===== src/hdl/mdc_pkg.sv =====
// Shared types and constants for the mecanum drive distance controller.
`default_nettype none

package mdc_pkg;

   localparam int CountWidth  = 32;
   localparam int TargetWidth = 31;
   localparam int SpeedWidth  = 9;
   localparam int DutyWidth   = 8;
   localparam int ImbWidth    = 35;
   localparam int ClipWidth   = 13;
   localparam int CorrWidth   = 10;
   localparam int DriveWidth  = 12;
   localparam int AddrWidth   = 3;

   // floor(x * Recip10 / 2^16) == floor(x / 10) for x below 2^ClipWidth
   localparam logic [ClipWidth-1:0] Recip10 = 13'd6554;
   localparam logic [DutyWidth-1:0] DutyMax = 8'd255;

   typedef enum logic {
      OP_START  = 1'b0,
      OP_SAMPLE = 1'b1
   } op_type;

   typedef enum logic {
      REG_TARGET_COUNTS = 1'b0,
      REG_DRIVE_SPEED   = 1'b1
   } reg_index_type;

   typedef struct packed {
      logic                         op;
      logic signed [CountWidth-1:0] front_left_count;
      logic signed [CountWidth-1:0] front_right_count;
      logic signed [CountWidth-1:0] back_left_count;
      logic signed [CountWidth-1:0] back_right_count;
   } req_type;

   typedef struct packed {
      logic [DutyWidth-1:0] fl_magnitude;
      logic                 fl_forward;
      logic [DutyWidth-1:0] fr_magnitude;
      logic                 fr_forward;
      logic [DutyWidth-1:0] bl_magnitude;
      logic                 bl_forward;
      logic [DutyWidth-1:0] br_magnitude;
      logic                 br_forward;
      logic                 done_res;
   } rsp_type;

   // Intermediate values between the two compute stages
   typedef struct packed {
      logic                  op;
      logic [CountWidth-1:0] mean;
      logic                  imb_neg;
      logic                  imb_sat;
      logic [ClipWidth-1:0]  imb_mag;
   } prep_type;

endpackage

`default_nettype wire


===== src/hdl/mdc_prep.sv =====
// First compute stage: mean absolute count and clipped left/right imbalance.
`default_nettype none

module mdc_prep (
   input  mdc_pkg::req_type  req,
   output mdc_pkg::prep_type prep
);

   logic [mdc_pkg::CountWidth-1:0]   abs_fl;
   logic [mdc_pkg::CountWidth-1:0]   abs_fr;
   logic [mdc_pkg::CountWidth-1:0]   abs_bl;
   logic [mdc_pkg::CountWidth-1:0]   abs_br;
   logic [mdc_pkg::CountWidth+1:0]   abs_sum;
   logic [mdc_pkg::ImbWidth-1:0]     imb;
   logic [mdc_pkg::ImbWidth-1:0]     imb_abs;

   function automatic logic [mdc_pkg::CountWidth-1:0] abs32(
      input logic [mdc_pkg::CountWidth-1:0] x
   );
      abs32 = x[mdc_pkg::CountWidth-1] ? (~x + 32'd1) : x;
   endfunction

   function automatic logic [mdc_pkg::ImbWidth-1:0] sx(
      input logic [mdc_pkg::CountWidth-1:0] x
   );
      sx = {{(mdc_pkg::ImbWidth-mdc_pkg::CountWidth){x[mdc_pkg::CountWidth-1]}}, x};
   endfunction

   always_comb begin
      abs_fl  = abs32(req.front_left_count);
      abs_fr  = abs32(req.front_right_count);
      abs_bl  = abs32(req.back_left_count);
      abs_br  = abs32(req.back_right_count);
      abs_sum = {2'b00, abs_fl} + {2'b00, abs_fr} + {2'b00, abs_bl} + {2'b00, abs_br};

      imb = sx(req.front_left_count) - sx(req.front_right_count)
          + sx(req.back_left_count) - sx(req.back_right_count);
      imb_abs = imb[mdc_pkg::ImbWidth-1] ? (~imb + 35'd1) : imb;

      prep.op      = req.op;
      prep.mean    = abs_sum[mdc_pkg::CountWidth+1:2];
      prep.imb_neg = imb[mdc_pkg::ImbWidth-1];
      // beyond the clip range the correction saturates every wheel anyway
      prep.imb_sat = |imb_abs[mdc_pkg::ImbWidth-1:mdc_pkg::ClipWidth];
      prep.imb_mag = imb_abs[mdc_pkg::ClipWidth-1:0];
   end

endmodule

`default_nettype wire


===== src/hdl/mdc_mix.sv =====
// Second compute stage: target check, correction and wheel mixing.
`default_nettype none

module mdc_mix (
   input  mdc_pkg::prep_type                     prep,
   input  logic                                  finished,
   input  logic [mdc_pkg::TargetWidth-1:0]       target_counts,
   input  logic signed [mdc_pkg::SpeedWidth-1:0] drive_speed,
   output mdc_pkg::rsp_type                      rsp,
   output logic                                  finished_next
);

   logic [2*mdc_pkg::ClipWidth-1:0]  prod;
   logic [mdc_pkg::CorrWidth-1:0]    corr_mag;
   logic [mdc_pkg::DriveWidth-1:0]   corr;
   logic [mdc_pkg::DriveWidth-1:0]   speed_x;
   logic [mdc_pkg::DriveWidth-1:0]   left;
   logic [mdc_pkg::DriveWidth-1:0]   right;
   logic                             run;
   logic                             reached;

   function automatic logic [mdc_pkg::DutyWidth:0] wheel(
      input logic [mdc_pkg::DriveWidth-1:0] d
   );
      logic [mdc_pkg::DriveWidth-1:0] m;
      m = d[mdc_pkg::DriveWidth-1] ? (~d + 12'd1) : d;
      if (|m[mdc_pkg::DriveWidth-1:mdc_pkg::DutyWidth]) begin
         wheel = {mdc_pkg::DutyMax, ~d[mdc_pkg::DriveWidth-1]};
      end else begin
         wheel = {m[mdc_pkg::DutyWidth-1:0], ~d[mdc_pkg::DriveWidth-1]};
      end
   endfunction

   always_comb begin
      prod     = prep.imb_mag * mdc_pkg::Recip10;
      corr_mag = prep.imb_sat ? {mdc_pkg::CorrWidth{1'b1}}
                              : prod[2*mdc_pkg::ClipWidth-1:16];
      corr     = prep.imb_neg ? (~{2'b00, corr_mag} + 12'd1) : {2'b00, corr_mag};
      speed_x  = {{(mdc_pkg::DriveWidth-mdc_pkg::SpeedWidth){drive_speed[mdc_pkg::SpeedWidth-1]}},
                  drive_speed};

      reached       = prep.mean >= {1'b0, target_counts};
      run           = 1'b0;
      finished_next = finished;
      rsp.done_res  = 1'b0;
      unique case (prep.op)
         mdc_pkg::OP_START: begin
            finished_next = 1'b0;
         end
         mdc_pkg::OP_SAMPLE: begin
            if (finished) begin
               rsp.done_res = 1'b1;
            end else if (reached) begin
               finished_next = 1'b1;
               rsp.done_res  = 1'b1;
            end else begin
               run = 1'b1;
            end
         end
         default: begin
            finished_next = finished;
         end
      endcase

      left  = run ? (speed_x - corr) : '0;
      right = run ? (speed_x + corr) : '0;
      {rsp.fl_magnitude, rsp.fl_forward} = wheel(left);
      {rsp.fr_magnitude, rsp.fr_forward} = wheel(right);
      {rsp.bl_magnitude, rsp.bl_forward} = wheel(left);
      {rsp.br_magnitude, rsp.br_forward} = wheel(right);
   end

endmodule

`default_nettype wire


===== src/hdl/mecanum_drive_distance_controller.sv =====
// Top level of the mecanum drive distance controller.
// Usage:
//   Write target_counts (address 0) and drive_speed (address 4) over the csr
//   port while the block is idle. Send a start item (op 0) to begin a move,
//   then one sample item (op 1) per encoder reading. Each item gives exactly
//   one result: four wheel duties with direction bits and a done flag.
//   Once the mean absolute count reaches the target, done stays set and all
//   wheels are stopped until the next start item.
// Timing:
//   Three register stages (input, intermediate, result), passed in that
//   order. One item per cycle is sustained while rsp_stall is low; the
//   finished flag updates as each item enters the result stage.
// Reset:
//   Synchronous, active high; clears the pipeline, the finished flag and both
//   registers.
// Backpressure:
//   While rsp_stall holds a result, stages behind it keep filling; req_stall
//   rises only when every stage is full.
`default_nettype none

module mecanum_drive_distance_controller (
   input  logic                            clock,
   input  logic                            reset,
   input  logic                            req_valid,
   output logic                            req_stall,
   input  mdc_pkg::req_type                req_data,
   output logic                            rsp_valid,
   input  logic                            rsp_stall,
   output mdc_pkg::rsp_type                rsp_data,
   input  logic                            csr_psel,
   input  logic                            csr_penable,
   input  logic                            csr_pwrite,
   input  logic [mdc_pkg::AddrWidth-1:0]   csr_paddr,
   input  logic [31:0]                     csr_pwdata,
   output logic [31:0]                     csr_prdata,
   output logic                            csr_pready
);

   logic                                  in_valid_ff;
   mdc_pkg::req_type                      in_data_ff;
   logic                                  mid_valid_ff;
   mdc_pkg::prep_type                     mid_ff;
   logic                                  rsp_valid_ff;
   mdc_pkg::rsp_type                      rsp_ff;
   logic                                  finished_ff;
   logic [mdc_pkg::TargetWidth-1:0]       target_ff;
   logic signed [mdc_pkg::SpeedWidth-1:0] speed_ff;

   mdc_pkg::prep_type                     mid_in;
   mdc_pkg::rsp_type                      rsp_in;
   logic                                  finished_in;
   logic                                  out_en;
   logic                                  mid_en;
   logic                                  in_en;
   logic                                  csr_wr;
   mdc_pkg::reg_index_type                csr_idx;

   mdc_prep u_prep (
      .req  (in_data_ff),
      .prep (mid_in)
   );

   mdc_mix u_mix (
      .prep          (mid_ff),
      .finished      (finished_ff),
      .target_counts (target_ff),
      .drive_speed   (speed_ff),
      .rsp           (rsp_in),
      .finished_next (finished_in)
   );

   assign out_en    = !rsp_valid_ff || !rsp_stall;
   assign mid_en    = !mid_valid_ff || out_en;
   assign in_en     = !in_valid_ff || mid_en;
   assign req_stall = !in_en;
   assign rsp_valid = rsp_valid_ff;
   assign rsp_data  = rsp_ff;

   always_ff @(posedge clock) begin
      if (reset) begin
         in_valid_ff  <= 1'b0;
         mid_valid_ff <= 1'b0;
         rsp_valid_ff <= 1'b0;
         finished_ff  <= 1'b0;
      end else begin
         if (in_en) begin
            in_valid_ff <= req_valid;
         end
         if (mid_en) begin
            mid_valid_ff <= in_valid_ff;
         end
         if (out_en) begin
            rsp_valid_ff <= mid_valid_ff;
            if (mid_valid_ff) begin
               finished_ff <= finished_in;
            end
         end
      end
   end

   always_ff @(posedge clock) begin
      if (in_en) begin
         in_data_ff <= req_data;
      end
      if (mid_en) begin
         mid_ff <= mid_in;
      end
      if (out_en) begin
         rsp_ff <= rsp_in;
      end
   end

   // configuration registers
   assign csr_pready = 1'b1;
   assign csr_wr     = csr_psel && csr_penable && csr_pwrite;
   assign csr_idx    = mdc_pkg::reg_index_type'(csr_paddr[2]);

   always_ff @(posedge clock) begin
      if (reset) begin
         target_ff <= '0;
         speed_ff  <= '0;
      end else if (csr_wr) begin
         unique case (csr_idx)
            mdc_pkg::REG_TARGET_COUNTS: target_ff <= csr_pwdata[mdc_pkg::TargetWidth-1:0];
            mdc_pkg::REG_DRIVE_SPEED:   speed_ff  <= csr_pwdata[mdc_pkg::SpeedWidth-1:0];
            default:                    target_ff <= target_ff;
         endcase
      end
   end

   always_comb begin
      unique case (csr_idx)
         mdc_pkg::REG_TARGET_COUNTS: csr_prdata = {1'b0, target_ff};
         mdc_pkg::REG_DRIVE_SPEED:
            csr_prdata = {{(32-mdc_pkg::SpeedWidth){speed_ff[mdc_pkg::SpeedWidth-1]}}, speed_ff};
         default:                    csr_prdata = '0;
      endcase
   end

endmodule

`default_nettype wire


===== config.mk =====
export PLATFORM = sky130hd
export DESIGN_NAME = mecanum_drive_distance_controller
export DESIGN_NICKNAME = d
export VERILOG_FILES = /design/src/hdl/mdc_pkg.sv /design/src/hdl/mdc_prep.sv /design/src/hdl/mdc_mix.sv /design/src/hdl/mecanum_drive_distance_controller.sv
export SDC_FILE = /design/constraint.sdc
export NUM_CORES = 1
export LEC_CHECK = 0
export ABC_AREA = 1
export BUFFER_PORTS_ARGS = -buffer_cell sky130_fd_sc_hd__buf_2
export CAP_MARGIN = 30
export CORE_MARGIN = 2
export CORE_UTILIZATION = 50
export CTS_CLUSTER_DIAMETER = 30
export DETAILED_ROUTE_END_ITERATION = 7
export GPL_TIMING_DRIVEN = 0
export PLACE_DENSITY = 0.74
export SETUP_SLACK_MARGIN = 0.2
export SLEW_MARGIN = 0
export SYNTH_ARGS = -nofsm -noshare
export SYNTH_HDL_FRONTEND = slang
export SYNTH_SLANG_ARGS = --single-unit

===== constraint.sdc =====
create_clock -name clock -period 10 [get_ports clock]
set_input_delay 2 -clock clock [delete_from_list [all_inputs] [get_ports clock]]
set_output_delay 2 -clock clock [all_outputs]
set_load 0.01 [all_outputs]

==> results.ini <==
[sta]
max_freq_mhz=118
finalHoldViolCount=0
period_share=0.846
setup_tns_ns=0
skew_ns=0.0225
setup_violations=0
slew_violations=0
whs_ns=0.428
tightest_slew_ns=0.991
period_minus_slack_ns=8.46
rsz0062_at_grt=false
max-slew-margin-rel=0.332

[cells_and_area]
multiInputGateArea_mm2=0.0171
nFillCells=4935
drive_gt1_frac=0.111
fin_nets=4409
utilization=0.582
design_area_mm2=0.0306
area_delta_synth_final_pct=14.9
seq_area_mm2=0.00677
antennaDiodeCount=0

[worst_setup_path]
slowest_stage=fa_1
worst_ep_arrival_time_ns=8.79
critical_path_class=reg2reg
cpMostUsedCell=inv_1
slowest_delay_ns=0.54
crit_path_end_kind=flop
start_kind=flop
path_max_fanout=10
cp.required_ns=10.33

[clocking]
cts_made_buffers=50
worstSkewPairLatency_ns=0.60
ctsHoldBuffers=0
cts_setup_buffers=0
cts_max_path_buffers=3
clock_sinks=240
cts_tree=done
cts.repair.resized=0
cts-root-buf=clkbuf_16
htreeDepth=2
clk_pin_slew_ns=0.04

[synthesis]
ys.flop_type=edfxtp_1
ys_seq_area_frac=0.254
async_flop_share=0
syn_avg_cell_area_um2=7.49
syn_area_mm2=0.0266
synth-edff-count=196
syn_nets=4117
ys_types=56
ys_ff_latch=240
syn_inst=3552
yosysWarnings=0

[routing]
routed_wirelength_mm=72.1
drt_iter0_markers=1514
vias_per_cell=5.26
wl_met1_mm=31.0
remaining_drc_errors=0
wl_met3_mm=3.35
vias=24100
ant_nets=0
dr.pass1.iters=6
highest_layer=met4
post_drt_wl_per_cell_um=15.8
dr_wl_met2_mm=34.7

[grt]
grt_max_degree=109
grt_pass1_vias=24000
track_usage=0.261
grt_overflow=0
grt_pass1_wl_mm=117
antenna_found_initial=0

[place]
hpwl_mm=61.3
gp_congestion=0.989
port_buffers=238
post_dp_cell_area_mm2=0.0287

[die]
dieArea_mm2=0.0551
start_util=0.506
die_width_um=235
fp.dieH_um=235
std_cell_rows=84
ios=243
coreArea_mm2=0.0526

[run_status]
status=complete, no violations

[hold_path]
min_path_type=reg2reg

[job]
cap_violations=0

## final timing paths
check                               endpoint       startpoint  slack, ns  depth (start not counted)
worst max-delay path            rsp_data[18]        mid_ff[7]       1.54                         41
worst min-delay path              mid_ff[47]  in_data_ff[128]       0.43                          0
worst max register to register  rsp_data[18]        mid_ff[7]       1.54                         41
worst min register to register    mid_ff[47]  in_data_ff[128]       0.43                          0
## cell usage in the layout (no fill, tap or decap), types with 47 or more instances in the layout
| cell | synthesis | final |
|---|---|---|
| edfxtp_1 | 196 | 196 |
| a21oi_1 | 233 | 233 |
| ha_1 | 283 | 283 |
| xnor2_1 | 61 | 61 |
| nand3_1 | 188 | 188 |
| inv_1 | 623 | 621 |
| nand4_1 | 64 | 64 |
| xor2_1 | 199 | 199 |
| fa_1 | 111 | 111 |
| nand2_1 | 739 | 739 |
| clkbuf_16 | 0 | 52 |
| o21ai_0 | 186 | 186 |
| buf_2 | 6 | 244 |
| nor3_1 | 47 | 47 |
| nor2_1 | 307 | 307 |
## synth_stat cells, drive strengths merged (3+ instances only)
cell / instances / area share
o21bai: 15 / 0.0042
dfxtp: 44 / 0.033
xnor2: 62 / 0.021
o21a: 11 / 0.0031
nand4: 64 / 0.015
nand3b: 9 / 0.0025
ha: 283 / 0.13
a31oi: 22 / 0.0052
clkbuf: 33 / 0.0047
o31ai: 9 / 0.0025
a21boi: 5 / 0.0014
edfxtp: 196 / 0.22
nor4: 16 / 0.0038
or2: 9 / 0.0021
nor3: 49 / 0.0096
xor2: 199 / 0.066
a21o: 6 / 0.0017
nor2: 326 / 0.049
fa: 111 / 0.084
a221oi: 3 / 0.00099
o221ai: 3 / 0.00099
inv: 629 / 0.089
o21ai: 200 / 0.038
a21oi: 238 / 0.046
buf: 31 / 0.0085
nand2: 759 / 0.11
nand3: 199 / 0.040
o211ai: 5 / 0.0014
## final cells by class
class / instances / area share
plain buffers: 64 / 0.0114
clock buffers: 62 / 0.0451
clock inverters: 32 / 0.0154
inverters: 631 / 0.0777
multi-input cells: 2617 / 0.560
flip-flops and latches: 240 / 0.221
well taps: 688 / 0.0282
repair buffers: 240 / 0.0405
## stage by stage
step	setup WS [ns]	std cells
2_1_floorplan	2.87	3552
3_3_place_gp	1.58	4478
3_5_place_dp	1.63	4480
4_1_cts	1.65	4574
5_1_grt	0.988	4574
6_report	1.54	4574
## registers in the layout (all words and copies together), names as in the netlist
signal / cells
finished_ff: 1
in_data_ff: 129
in_valid_ff: 1
mid_ff: 48
mid_valid_ff: 1
rsp_data: 19
rsp_valid: 1
speed_ff: 9
target_ff: 31
## worst max-delay path, delay by kind of cell (launching register included)
family | cells | cell delay [ns]
buffers and inverters | 11 | 0.90
adders and majority gates | 8 | 3.42
and+or+nand+nor | 17 | 2.23
AOI/OAI and AO/OA | 4 | 0.81
DFF | 1 | 0.51
xor gates and xnor gates | 1 | 0.31
## logic make-up (layout without fill, tap and decap cells)
group / count (synthesis) / after routing / share of synthesized area
buffers and inverters: 695 / 1029 / 0.102
XOR/XNOR: 261 / 261 / 0.0862
flip-flops: 240 / 240 / 0.254
adder cells (fa/ha/maj): 394 / 394 / 0.217
AND/OR/NAND/NOR: 1435 / 1435 / 0.233
other: 1 / 1 / 0.000141
AO/OA/AOI/OAI: 526 / 526 / 0.108
## per-layer routing
metal / global-route usage / vias to the layer above
met3: 0.0315 / 197
li1: - / 12200
met1: 0.323 / 11000
met2: 0.461 / 720
met4: 0.109 / 0
met5: 0 / -
Power is not shown: default switching activity piles up to over one toggle a cycle in this logic, so the estimate is an artifact.
